### src/rtl/vpid_pkg.sv
`default_nettype none

package vpid_pkg;

  localparam int unsigned DIV_NUM_W = 52;
  localparam int unsigned DIV_BPC   = 4;
  localparam int unsigned DIV_STEPS = DIV_NUM_W / DIV_BPC;
  localparam int unsigned CNT_W     = 4;
  localparam int unsigned PP_LAST   = 3;

  localparam logic [31:0] Q_TENTH     = 32'd6554;
  localparam logic [31:0] Q_NEG_TENTH = ~Q_TENTH + 32'd1;
  localparam logic [31:0] Q_HALF      = 32'd32768;
  localparam logic [31:0] Q_CLAMP_INC = 32'd3276800;
  localparam logic [31:0] Q_CLAMP_ABS = 32'd327680;
  localparam logic [31:0] S32_MAX     = 32'h7fff_ffff;
  localparam logic [31:0] S32_MIN     = 32'h8000_0000;

  localparam logic [19:0] US_PER_S  = 20'd1000000;
  localparam logic [19:0] US_PER_MS = 20'd1000;
  localparam logic [19:0] US_FLOOR  = 20'd1000;

  localparam logic [47:0] GAIN_P_RST = 48'd10995116;
  localparam logic [47:0] GAIN_I_RST = 48'd109951;
  localparam logic [47:0] GAIN_D_RST = 48'd10995116;

  typedef enum logic [1:0] {
    REG_LOOP_MODE = 2'd0,
    REG_GAIN_P    = 2'd1,
    REG_GAIN_I    = 2'd2,
    REG_GAIN_D    = 2'd3
  } reg_idx_e;

  typedef enum logic [1:0] {
    TERM_P = 2'd0,
    TERM_I = 2'd1,
    TERM_D = 2'd2
  } term_e;

  typedef struct packed {
    logic       capture;
    logic       calc_err;
    logic       prep;
    logic       div_step;
    logic       load_der_div;
    logic       int_upd;
    logic       der_upd;
    logic       term_load;
    logic       mul_step;
    logic       term_add;
    logic       finish;
    term_e      term;
    logic [1:0] pp;
  } cmd_t;

  typedef struct packed {
    logic out_free;
    logic mode;
  } sts_t;

endpackage

`default_nettype wire

### src/rtl/vpid_ctrl.sv
`default_nettype none

module vpid_ctrl
  import vpid_pkg::*;
(
  input  logic clk_i,
  input  logic rst_ni,
  input  logic in_valid_i,
  output logic in_ready_o,
  input  sts_t sts_i,
  output cmd_t cmd_o
);

  typedef enum logic [10:0] {
    S_IDLE = 11'b000_0000_0001,
    S_ERR  = 11'b000_0000_0010,
    S_PREP = 11'b000_0000_0100,
    S_DIVI = 11'b000_0000_1000,
    S_INT  = 11'b000_0001_0000,
    S_DIVD = 11'b000_0010_0000,
    S_DER  = 11'b000_0100_0000,
    S_TERM = 11'b000_1000_0000,
    S_MUL  = 11'b001_0000_0000,
    S_ADD  = 11'b010_0000_0000,
    S_FIN  = 11'b100_0000_0000
  } state_e;

  state_e           state_q, state_d;
  logic [CNT_W-1:0] cnt_q, cnt_d;
  term_e            term_q, term_d;

  always_ff @(posedge clk_i or negedge rst_ni) begin
    if (!rst_ni) begin
      state_q <= S_IDLE;
      cnt_q   <= '0;
      term_q  <= TERM_P;
    end else begin
      state_q <= state_d;
      cnt_q   <= cnt_d;
      term_q  <= term_d;
    end
  end

  always_comb begin
    state_d = state_q;
    cnt_d   = cnt_q;
    term_d  = term_q;
    cmd_o   = '0;
    cmd_o.term = term_q;
    cmd_o.pp   = cnt_q[1:0];
    in_ready_o = 1'b0;
    case (state_q)
      S_IDLE: begin
        in_ready_o    = 1'b1;
        cmd_o.capture = in_valid_i;
        if (in_valid_i) begin
          state_d = S_ERR;
        end
      end
      S_ERR: begin
        cmd_o.calc_err = 1'b1;
        state_d        = S_PREP;
      end
      S_PREP: begin
        cmd_o.prep = 1'b1;
        cnt_d      = '0;
        state_d    = S_DIVI;
      end
      S_DIVI: begin
        cmd_o.div_step = 1'b1;
        cnt_d          = cnt_q + CNT_W'(1);
        if (cnt_q == CNT_W'(DIV_STEPS - 1)) begin
          state_d = S_INT;
        end
      end
      S_INT: begin
        cmd_o.int_upd = 1'b1;
        cnt_d         = '0;
        if (sts_i.mode) begin
          state_d = S_DER;
        end else begin
          cmd_o.load_der_div = 1'b1;
          state_d            = S_DIVD;
        end
      end
      S_DIVD: begin
        cmd_o.div_step = 1'b1;
        cnt_d          = cnt_q + CNT_W'(1);
        if (cnt_q == CNT_W'(DIV_STEPS - 1)) begin
          state_d = S_DER;
        end
      end
      S_DER: begin
        cmd_o.der_upd = 1'b1;
        term_d        = TERM_P;
        state_d       = S_TERM;
      end
      S_TERM: begin
        cmd_o.term_load = 1'b1;
        cnt_d           = '0;
        state_d         = S_MUL;
      end
      S_MUL: begin
        cmd_o.mul_step = 1'b1;
        cnt_d          = cnt_q + CNT_W'(1);
        if (cnt_q == CNT_W'(PP_LAST)) begin
          state_d = S_ADD;
        end
      end
      S_ADD: begin
        cmd_o.term_add = 1'b1;
        case (term_q)
          TERM_P: begin
            term_d  = TERM_I;
            state_d = S_TERM;
          end
          TERM_I: begin
            term_d  = TERM_D;
            state_d = S_TERM;
          end
          default: begin
            state_d = S_FIN;
          end
        endcase
      end
      S_FIN: begin
        if (sts_i.out_free) begin
          cmd_o.finish = 1'b1;
          state_d      = S_IDLE;
        end
      end
      default: begin
        state_d = S_IDLE;
      end
    endcase
  end

endmodule

`default_nettype wire

### config.mk
export PLATFORM = sky130hd
export DESIGN_NAME = vpid_ctrl
export DESIGN_NICKNAME = d
export VERILOG_FILES = /design/src/rtl/vpid_pkg.sv /design/src/rtl/vpid_ctrl.sv
export SDC_FILE = /design/constraint.sdc
export NUM_CORES = 1
export LEC_CHECK = 0
export BUFFER_PORTS_ARGS = -buffer_cell sky130_fd_sc_hd__buf_2
export CORE_MARGIN = 1
export CORE_UTILIZATION = 40
export CTS_CLUSTER_DIAMETER = 150
export DETAILED_ROUTE_END_ITERATION = 16
export GPL_ROUTABILITY_DRIVEN = 0
export PLACE_DENSITY = 0.58
export SETUP_SLACK_MARGIN = 0.2
export SKIP_CTS_REPAIR_TIMING = 1
export SLEW_MARGIN = 0
export SYNTH_ARGS = -nofsm -noshare
export SYNTH_HDL_FRONTEND = slang
export SYNTH_SLANG_ARGS = --single-unit
### constraint.sdc
create_clock -name clk_i -period 4.1 [get_ports clk_i]
set_input_delay 0.205 -clock clk_i [delete_from_list [all_inputs] [get_ports clk_i]]
set_output_delay 0.205 -clock clk_i [all_outputs]
set_load 0.1 [all_outputs]
==> results by group, run 1 <==
Placement
  – IO buf count: 20
  – Hpwl dp: 1750 microns
  – Pre-CTS setup slack: between 1.5 and 2 ns
  – Area of placed instances: 0.00121 sq mm
  – Placed Cells incl. Taps: 164

Drt
  – Drt total wl: 2330 microns
  – Detail Route Antenna Nets: 0
  – Initial DRC Count: 14
  – Wire per inst: 13.8 microns
  – Via count: 921
  – Via-per-instance ratio: ~5.4
  – Residual DRC count: 0
  – Pre-antenna DRT Iters: 4

Die
  – Starting density of the core: 42.9%
  – Die Y: 54.0 microns
  – Core footprint: 0.00252 sq mm
  – Cell Rows: 18
  – Ports: 21
  – Die area: 0.00292 sq mm
  – Die Wd: 54.0 microns

Timing
  – Worst-Margin Slew: 0.490 ns
  – # setup viols final: 0
  – Max Transition Viols Final: 0
  – Post-Route Setup TNS: 0 ns
  – Worst rel slew slack: 67.6%
  – Hold Slack: ~0.14 ns
  – Fin crit period: about 2.6 ns
  – Fin crit share: 62.9%
  – Final worst slack: ~1.5 ns
  – Final Hold Viols: 0
  – Skew final: between 0.0015 and 0.002 ns
  – RSZ-0062 raised after global routing: false
  – Fmax: between 300 and 400 MHz

Pwr
  – Leakage: 0.660 nW
  – Design Power: 762 uW
  – Peak VDD IR: 0.654 mV
  – Pwr dens: 612 mW/mm^2

Min path
  – WHS Path Cells: 2
  – Worst hold endpoint: state_q[1]$_DFFE_PN0P_
  – Hold path startpoint: in_valid_i
  – Class of the tightest hold or removal check: in2reg

Synthesis
  – Mapped Area: 0.00108 sq mm
  – Syn Nets: 128
  – Compound-gate portion of the synthesized area: 10.3%
  – Post-synth EDFFs: 0
  – Ranking of synthesized cells by area: dfrtp_1 (37%), nor4_4 (3.9%), nand2_1 (3.5%)
  – Ys Warns: 0
  – Mux cell area share after synthesis: 1.97%
  – Main combinational cell family by area after synthesis: simple AND/OR/NAND/NOR gates
  – Synth cell types: 36
  – Post-Synth XOR/XNOR Area: 3.24%
  – Fraction of the mapped netlist area in adder cells: under 10%
  – Post-synth top area cell: dfrtp_1
  – Sequential share of the synthesized area: 39.4%
  – Fraction of registers with async set/reset: between 90% and 100%
  – Post-Synth Simple-Gate Area: 36.5%
  – Synth top area share: between 30% and 40%
  – Avg Cell Area, Syn: about 8.9 sq um
  – Syn Inst Count: approximately 120
  – Main synth FF type: dfrtp_1
  – Post-synthesis register bit count: 17

Worst setup path
  – R2R Setup Slk: 2.13 ns
  – Worst path cell trace: nor4_4, nand2_1, or4_1, inv_1, buf_2
  – RR Endpoint: state_q[5]$_DFFE_PN0P_
  – CP delay by family, top: simple AND/OR/NAND/NOR gates
  – Worst setup EP type: output port
  – Req. time, crit path: 3.89 ns
  – WP buf/inv: 2
  – Reg2Reg Launch Point: state_q[10]$_DFFE_PN0P_
  – Setup crit start kind: flip-flop
  – Worst path max stage delay: 0.53 ns
  – Critical Path Fanout Max: 6
  – Crit-path slowest cell: or4_1
  – Critical Path AT: 2.37 ns
  – Worst Reg2Reg Path Length in Cells: 5
  – Crit Path Class: reg2out

GRT
  – Vias in the first global route: 888
  – Pin count of the biggest net entering global routing: 18
  – Initial antenna violation count: 0
  – First-pass GRT wire length: slightly above 4000 microns
  – Gr usage total: 19.6%
  – Grt total ovfl: 0

Run
  – Max cap viols: 0

Clocking
  – Clk buf depth: 2
  – Root Buffer Master: clkbuf_4
  – CTS sink cnt: 17
  – CTS tree: done
  – H-tree depth: 1
  – Clock transition at the register clock pins on the worst setup and hold paths after CTS: 0.10 ns
  – Clk Latency, worst-skew pair: 0.29 ns
  – Num CTS Buffers: 3

Final layout
  – Area growth syn-to-layout: 15.0%
  – Fraction of layout cells with a size suffix above 1: 25.2%
  – Ant. Diodes: 0
  – Final instance area: 0.00124 sq mm
  – Final #Nets: 147
  – Fillers: 268
  – Fin cells: 169
  – Util after Layout: 49.4%

Run status
  – Status: complete, no violations
-- per-layer routing --
metal | up-vias | wire, microns | track usage [%]
li1 | 459 | - | -
met1 | 439 | 1110 | 24.8
met2 | 21 | 1110 | 32.5
met3 | 2 | 87 | 5.37
met4 | 0 | 19 | 5.56
met5 | - | 0 | 0
-- power breakdown --
part	switching, mW	internal [mW]	total [mW]
Combinational	0.315	0.108	0.422
Clock	0.0550	0.0378	0.0929
Sequential	0.0517	0.196	0.247
-- kinds of logic (layout without fill, tap and decap cells) --
| kind of cell | count (synthesis) | after routing |
|---|---|---|
| adders and majority gates | 2 | 2 |
| and+or+nand+nor | 63 | 63 |
| DFF | 17 | 17 |
| AOI/OAI and AO/OA | 18 | 18 |
| muxes | 2 | 2 |
| buffers and inverters | 15 | 33 |
| xor gates and xnor gates | 4 | 4 |
-- state kept, by name, indices dropped and copies added, names as in the netlist --
signal   count
cnt_q        4
state_q     11
term_q       2
-- layout by cell type, fill, tap and decap left out, types with 2 or more instances in the layout --
master	n
nand3b_1	3
nand2_1	10
inv_1	8
nor2b_1	3
nor4b_1	2
clkbuf_4	3
dfrtp_1	16
or3_1	2
a21o_1	3
nand2b_1	2
nor2_1	9
nor4_4	2
nor4_1	2
nor3_1	4
a21oi_1	4
o21ai_0	6
nand3_1	7
nand4_1	3
xor2_1	4
buf_2	20
ha_1	2
and2_1	4
o21ai_1	2
-- cell usage after synthesis (all sizes together), types with 2 or more instances --
cell	n
nand3	7
ha	2
a21o	3
clkbuf	4
nand2b	2
nor2b	3
or3	2
nor4	4
xor2	4
nor3	6
o21ai	8
a21oi	4
nor4b	4
and2	4
inv	8
nand3b	3
nand4	3
or4	2
nor2	9
dfrtp	16
buf	3
nand2	11
-- layout make-up --
class / count / area, sq um / area share, %
repair buffers: 21 / 110 / 8.84
inverters: 8 / 30.0 / 2.41
multi-input cells: 89 / 614 / 49.3
flip-flops and latches: 17 / 427 / 34.3
well taps: 30 / 37.5 / 3.02
clock buffers: 4 / 26.3 / 2.11
-- worst max-delay path by stage --
stage                           startpoint   endpoint  slack, ns  depth (start not counted)
floorplan           state_q[6]$_DFFE_PN0P_  cmd_o[10]       0.33                          4
global placement    state_q[3]$_DFFE_PN0P_   cmd_o[8]       1.90                          5
detailed placement  state_q[3]$_DFFE_PN0P_   cmd_o[8]       1.87                          5
CTS                 state_q[3]$_DFFE_PN0P_   cmd_o[8]       1.53                          5
global route        state_q[3]$_DFFE_PN0P_   cmd_o[8]       1.38                          5
finish              state_q[3]$_DFFE_PN0P_   cmd_o[8]       1.52                          5
No activity file was read; power rests on OpenSTA's default activity.
==> run 2, diff against run 1 <==
--- a/config.mk
+++ b/config.mk
@@ -5,13 +5,14 @@
 export SDC_FILE = /design/constraint.sdc
 export NUM_CORES = 1
 export LEC_CHECK = 0
+export ABC_AREA = 1
 export BUFFER_PORTS_ARGS = -buffer_cell sky130_fd_sc_hd__buf_2
 export CORE_MARGIN = 1
 export CORE_UTILIZATION = 40
 export CTS_CLUSTER_DIAMETER = 150
 export DETAILED_ROUTE_END_ITERATION = 16
 export GPL_ROUTABILITY_DRIVEN = 0
-export PLACE_DENSITY = 0.58
+export PLACE_DENSITY = 0.6
 export SETUP_SLACK_MARGIN = 0.2
 export SKIP_CTS_REPAIR_TIMING = 1
 export SLEW_MARGIN = 0
==> constraint.sdc (replaced) <==
create_clock -name clk_i -period 2.3 [get_ports clk_i]
set_input_delay 0.115 -clock clk_i [delete_from_list [all_inputs] [get_ports clk_i]]
set_output_delay 0.115 -clock clk_i [all_outputs]
set_load 0.1 [all_outputs]
==> results by group, run 2 <==
Run status
  – Status: complete, no violations

Synthesis
  – Synth cell types: 21
  – Post-synth top cells: nand2_1 (34), inv_1 (28), nor2_1 (18)
  – Count leader, synth: nand2_1
  – Compound-gate portion of the synthesized area: under 10%
  – Avg Cell Area, Syn: 7.35 sq um
  – Post-synth top area cell: dfrtp_1
  – Syn Nets: about 160
  – Mux cell area share after synthesis: 0%
  – Post-Synth Simple-Gate Area: 40.3%
  – Post-synthesis register bit count: 17
  – Sequential share of the synthesized area: 39.2%
  – Post-synth EDFFs: 0
  – Synth top area share: 36.8%
  – Ys Warns: 0
  – Mapped Area: 0.00109 sq mm
  – Syn Inst Count: approximately 150
  – Post-Synth XOR/XNOR Area: 1.61%
  – Ranking of synthesized cells by area: dfrtp_1 (37%), nand2_1 (12%), inv_1 (9.7%)
  – Fraction of registers with async set/reset: 100%
  – Fraction of the mapped netlist area in adder cells: between 2 and 2.5%
  – Main synth FF type: dfrtp_1
  – Main combinational cell family by area after synthesis: simple AND/OR/NAND/NOR gates

Min path
  – Class of the tightest hold or removal check: in2reg

Worst setup path
  – Worst setup EP type: output port
  – Req. time, crit path: approximately 2.2 ns
  – Setup crit start kind: flip-flop
  – Critical Path AT: 1.77 ns
  – Critical Path Fanout Max: 5
  – Crit Path Class: reg2out

Final layout
  – Fillers: 260
  – Largest register by flop count: state_q
  – Top Registers: state_q: 11 flops, cnt_q: 4 flops, term_q: 2 flops
  – Final #Nets: 178
  – Most frequent cells in the layout: nand2_1 (34), inv_1 (28), buf_2 (20)
  – Ant. Diodes: 0
  – Max reg flops: 11
  – Area growth syn-to-layout: 14.6%
  – Final instance area: 0.00125 sq mm
  – Commonest non-fill, non-tap cell in the layout: nand2_1
  – Fraction of layout cells with a size suffix above 1: roughly 31%

Drt
  – Initial DRC Count: 10
  – Drt total wl: 2100 microns
  – Wire per inst: 10.5 microns
  – Via-per-instance ratio: between 4 and 5
  – Residual DRC count: 0
  – Via count: between 800 and 900
  – Detail Route Antenna Nets: 0
  – Pre-antenna DRT Iters: 2

Die
  – Ports: 21
  – Die Y: 54.1 microns
  – Die area: 0.00293 sq mm
  – Die Wd: 54.1 microns
  – Starting density of the core: 43.1%
  – Core footprint: 0.00252 sq mm
  – Cell Rows: 18

Timing
  – Worst rel slew slack: 67.6%
  – # setup viols final: 0
  – Post-Route Setup TNS: 0 ns
  – Final Hold Viols: 0
  – Fin crit share: between 80% and 90%
  – Max Transition Viols Final: 0
  – Fin crit period: 1.89 ns
  – Fmax: 529 MHz
  – Skew final: 0.00525 ns
  – Worst-Margin Slew: 0.490 ns
  – RSZ-0062 raised after global routing: false

Pwr
  – Clk pwr share: roughly an eighth
  – Seq pwr share: roughly 30%
  – Switch Pwr: 693 uW
  – Design Power: about 1.3 mW
  – Comb pwr share: between 50% and 60%
  – Pwr dens: slightly above 1000 mW/mm^2
  – Switching part of the total power: 54.9%
  – P_int: 569 uW
  – Leakage: between 0.7 and 0.8 nW
  – Peak VDD IR: ~0.63 mV

Clocking
  – CTS tree: done
  – Num CTS Buffers: 3
  – H-tree depth: 1
  – Clk Latency, worst-skew pair: 0.29 ns
  – Clock transition at the register clock pins on the worst setup and hold paths after CTS: 0.10 ns
  – Root Buffer Master: clkbuf_4
  – Clk buf depth: 2
  – CTS sink cnt: 17

Placement
  – IO buf count: 20
  – Area of placed instances: approximately 0.0012 sq mm
  – Hpwl dp: 1700 microns

GRT
  – Gr usage total: 17.6%
  – Vias in the first global route: 821
  – Pin count of the biggest net entering global routing: 18
  – Initial antenna violation count: 0
  – Grt total ovfl: 0
  – First-pass GRT wire length: 3550 microns

Run
  – Max cap viols: 0
## run 2: changes by cell type after synthesis, moves of 4 or more
cell and delta:
a21oi_1 -4, clkbuf_1 -4, o21ai_0 -4, nor2_1 +9, inv_1 +20, nand2_2 +8, nand2_1 +24, nor4b_1 -4
nor2_4 +4, nor2_2 +6, and2_1 -4
## run 2: layout make-up
cell class,count,area (sq um),area share [%]
Sequential cell,17,427,34.2
Timing Repair Buffer,21,110,8.84
Tap cell,30,37.5,3.01
Clock buffer,4,26.3,2.11
Multi-Input combinational cell,98,533,42.8
Inverter,30,113,9.04
## run 2: per-layer routing
metal	wire length, microns	share of wire (%)	vias to the layer above	global-route usage (%)
met4	21	1.0	0	5.13
met2	978	47	17	28.3
met1	996	47	393	21.7
li1	-	-	482	-
met3	102	4.9	4	6.50
met5	0	0	-	0
## run 2: worst paths after layout
kind | start | endpoint | slack, ns | cells past startpoint
setup / recovery | state_q[10]$_DFFE_PN0P_ | cmd_o[14] | 0.41 | 6
hold / removal | in_valid_i | state_q[1]$_DFFE_PN0P_ | 0.08 | 3
setup reg to reg | state_q[0]$_DFFE_PN1P_ | state_q[0]$_DFFE_PN1P_ | 0.82 | 10
hold reg to reg | term_q[1]$_DFFE_PN0P_ | term_q[0]$_DFFE_PN0P_ | 0.52 | 1
max in group asynchronous | rst_ni | state_q[0]$_DFFE_PN1P_ | 1.70 | 2
min in group asynchronous | rst_ni | term_q[1]$_DFFE_PN0P_ | 0.27 | 2
## run 2: through the flow
step                      instances  setup slack (ns)  util (%)  hold slack, ns
after CTS                       199             0.394      49.0          -0.265
final                           200             0.410      49.4          0.0831
after global routing            200             0.249      49.4          0.0697
after floorplan                 148             0.353         -          -0.181
after global placement          195             0.760      48.0          0.0602
after detailed placement        195             0.734      48.0          0.0593
## run 2: cells by family (layout without fill, tap and decap cells)
kind of cell / after synthesis / after routing
buffers and inverters: 33 / 55
and+or+nand+nor: 86 / 86
adders and majority gates: 2 / 2
xor gates and xnor gates: 2 / 2
AOI/OAI and AO/OA: 8 / 8
DFF: 17 / 17
## run 2: power by group through the flow
stage	sequential [mW]	combinational, mW	clock (mW)
floorplan	0.374	0.643	0
global placement	0.378	0.725	0
detailed placement	0.380	0.731	0
CTS	0.375	0.735	0.168
global route	0.378	0.790	0.184
finish	0.375	0.727	0.160
## run 2: critical path, stage by stage (launching register included)
cell and delay (ns):
dfrtp_1 0.43, nor2_2 0.13, nand2_2 0.10, nor2_4 0.18
nand2_1 0.13, nor2_2 0.09, buf_2 0.42
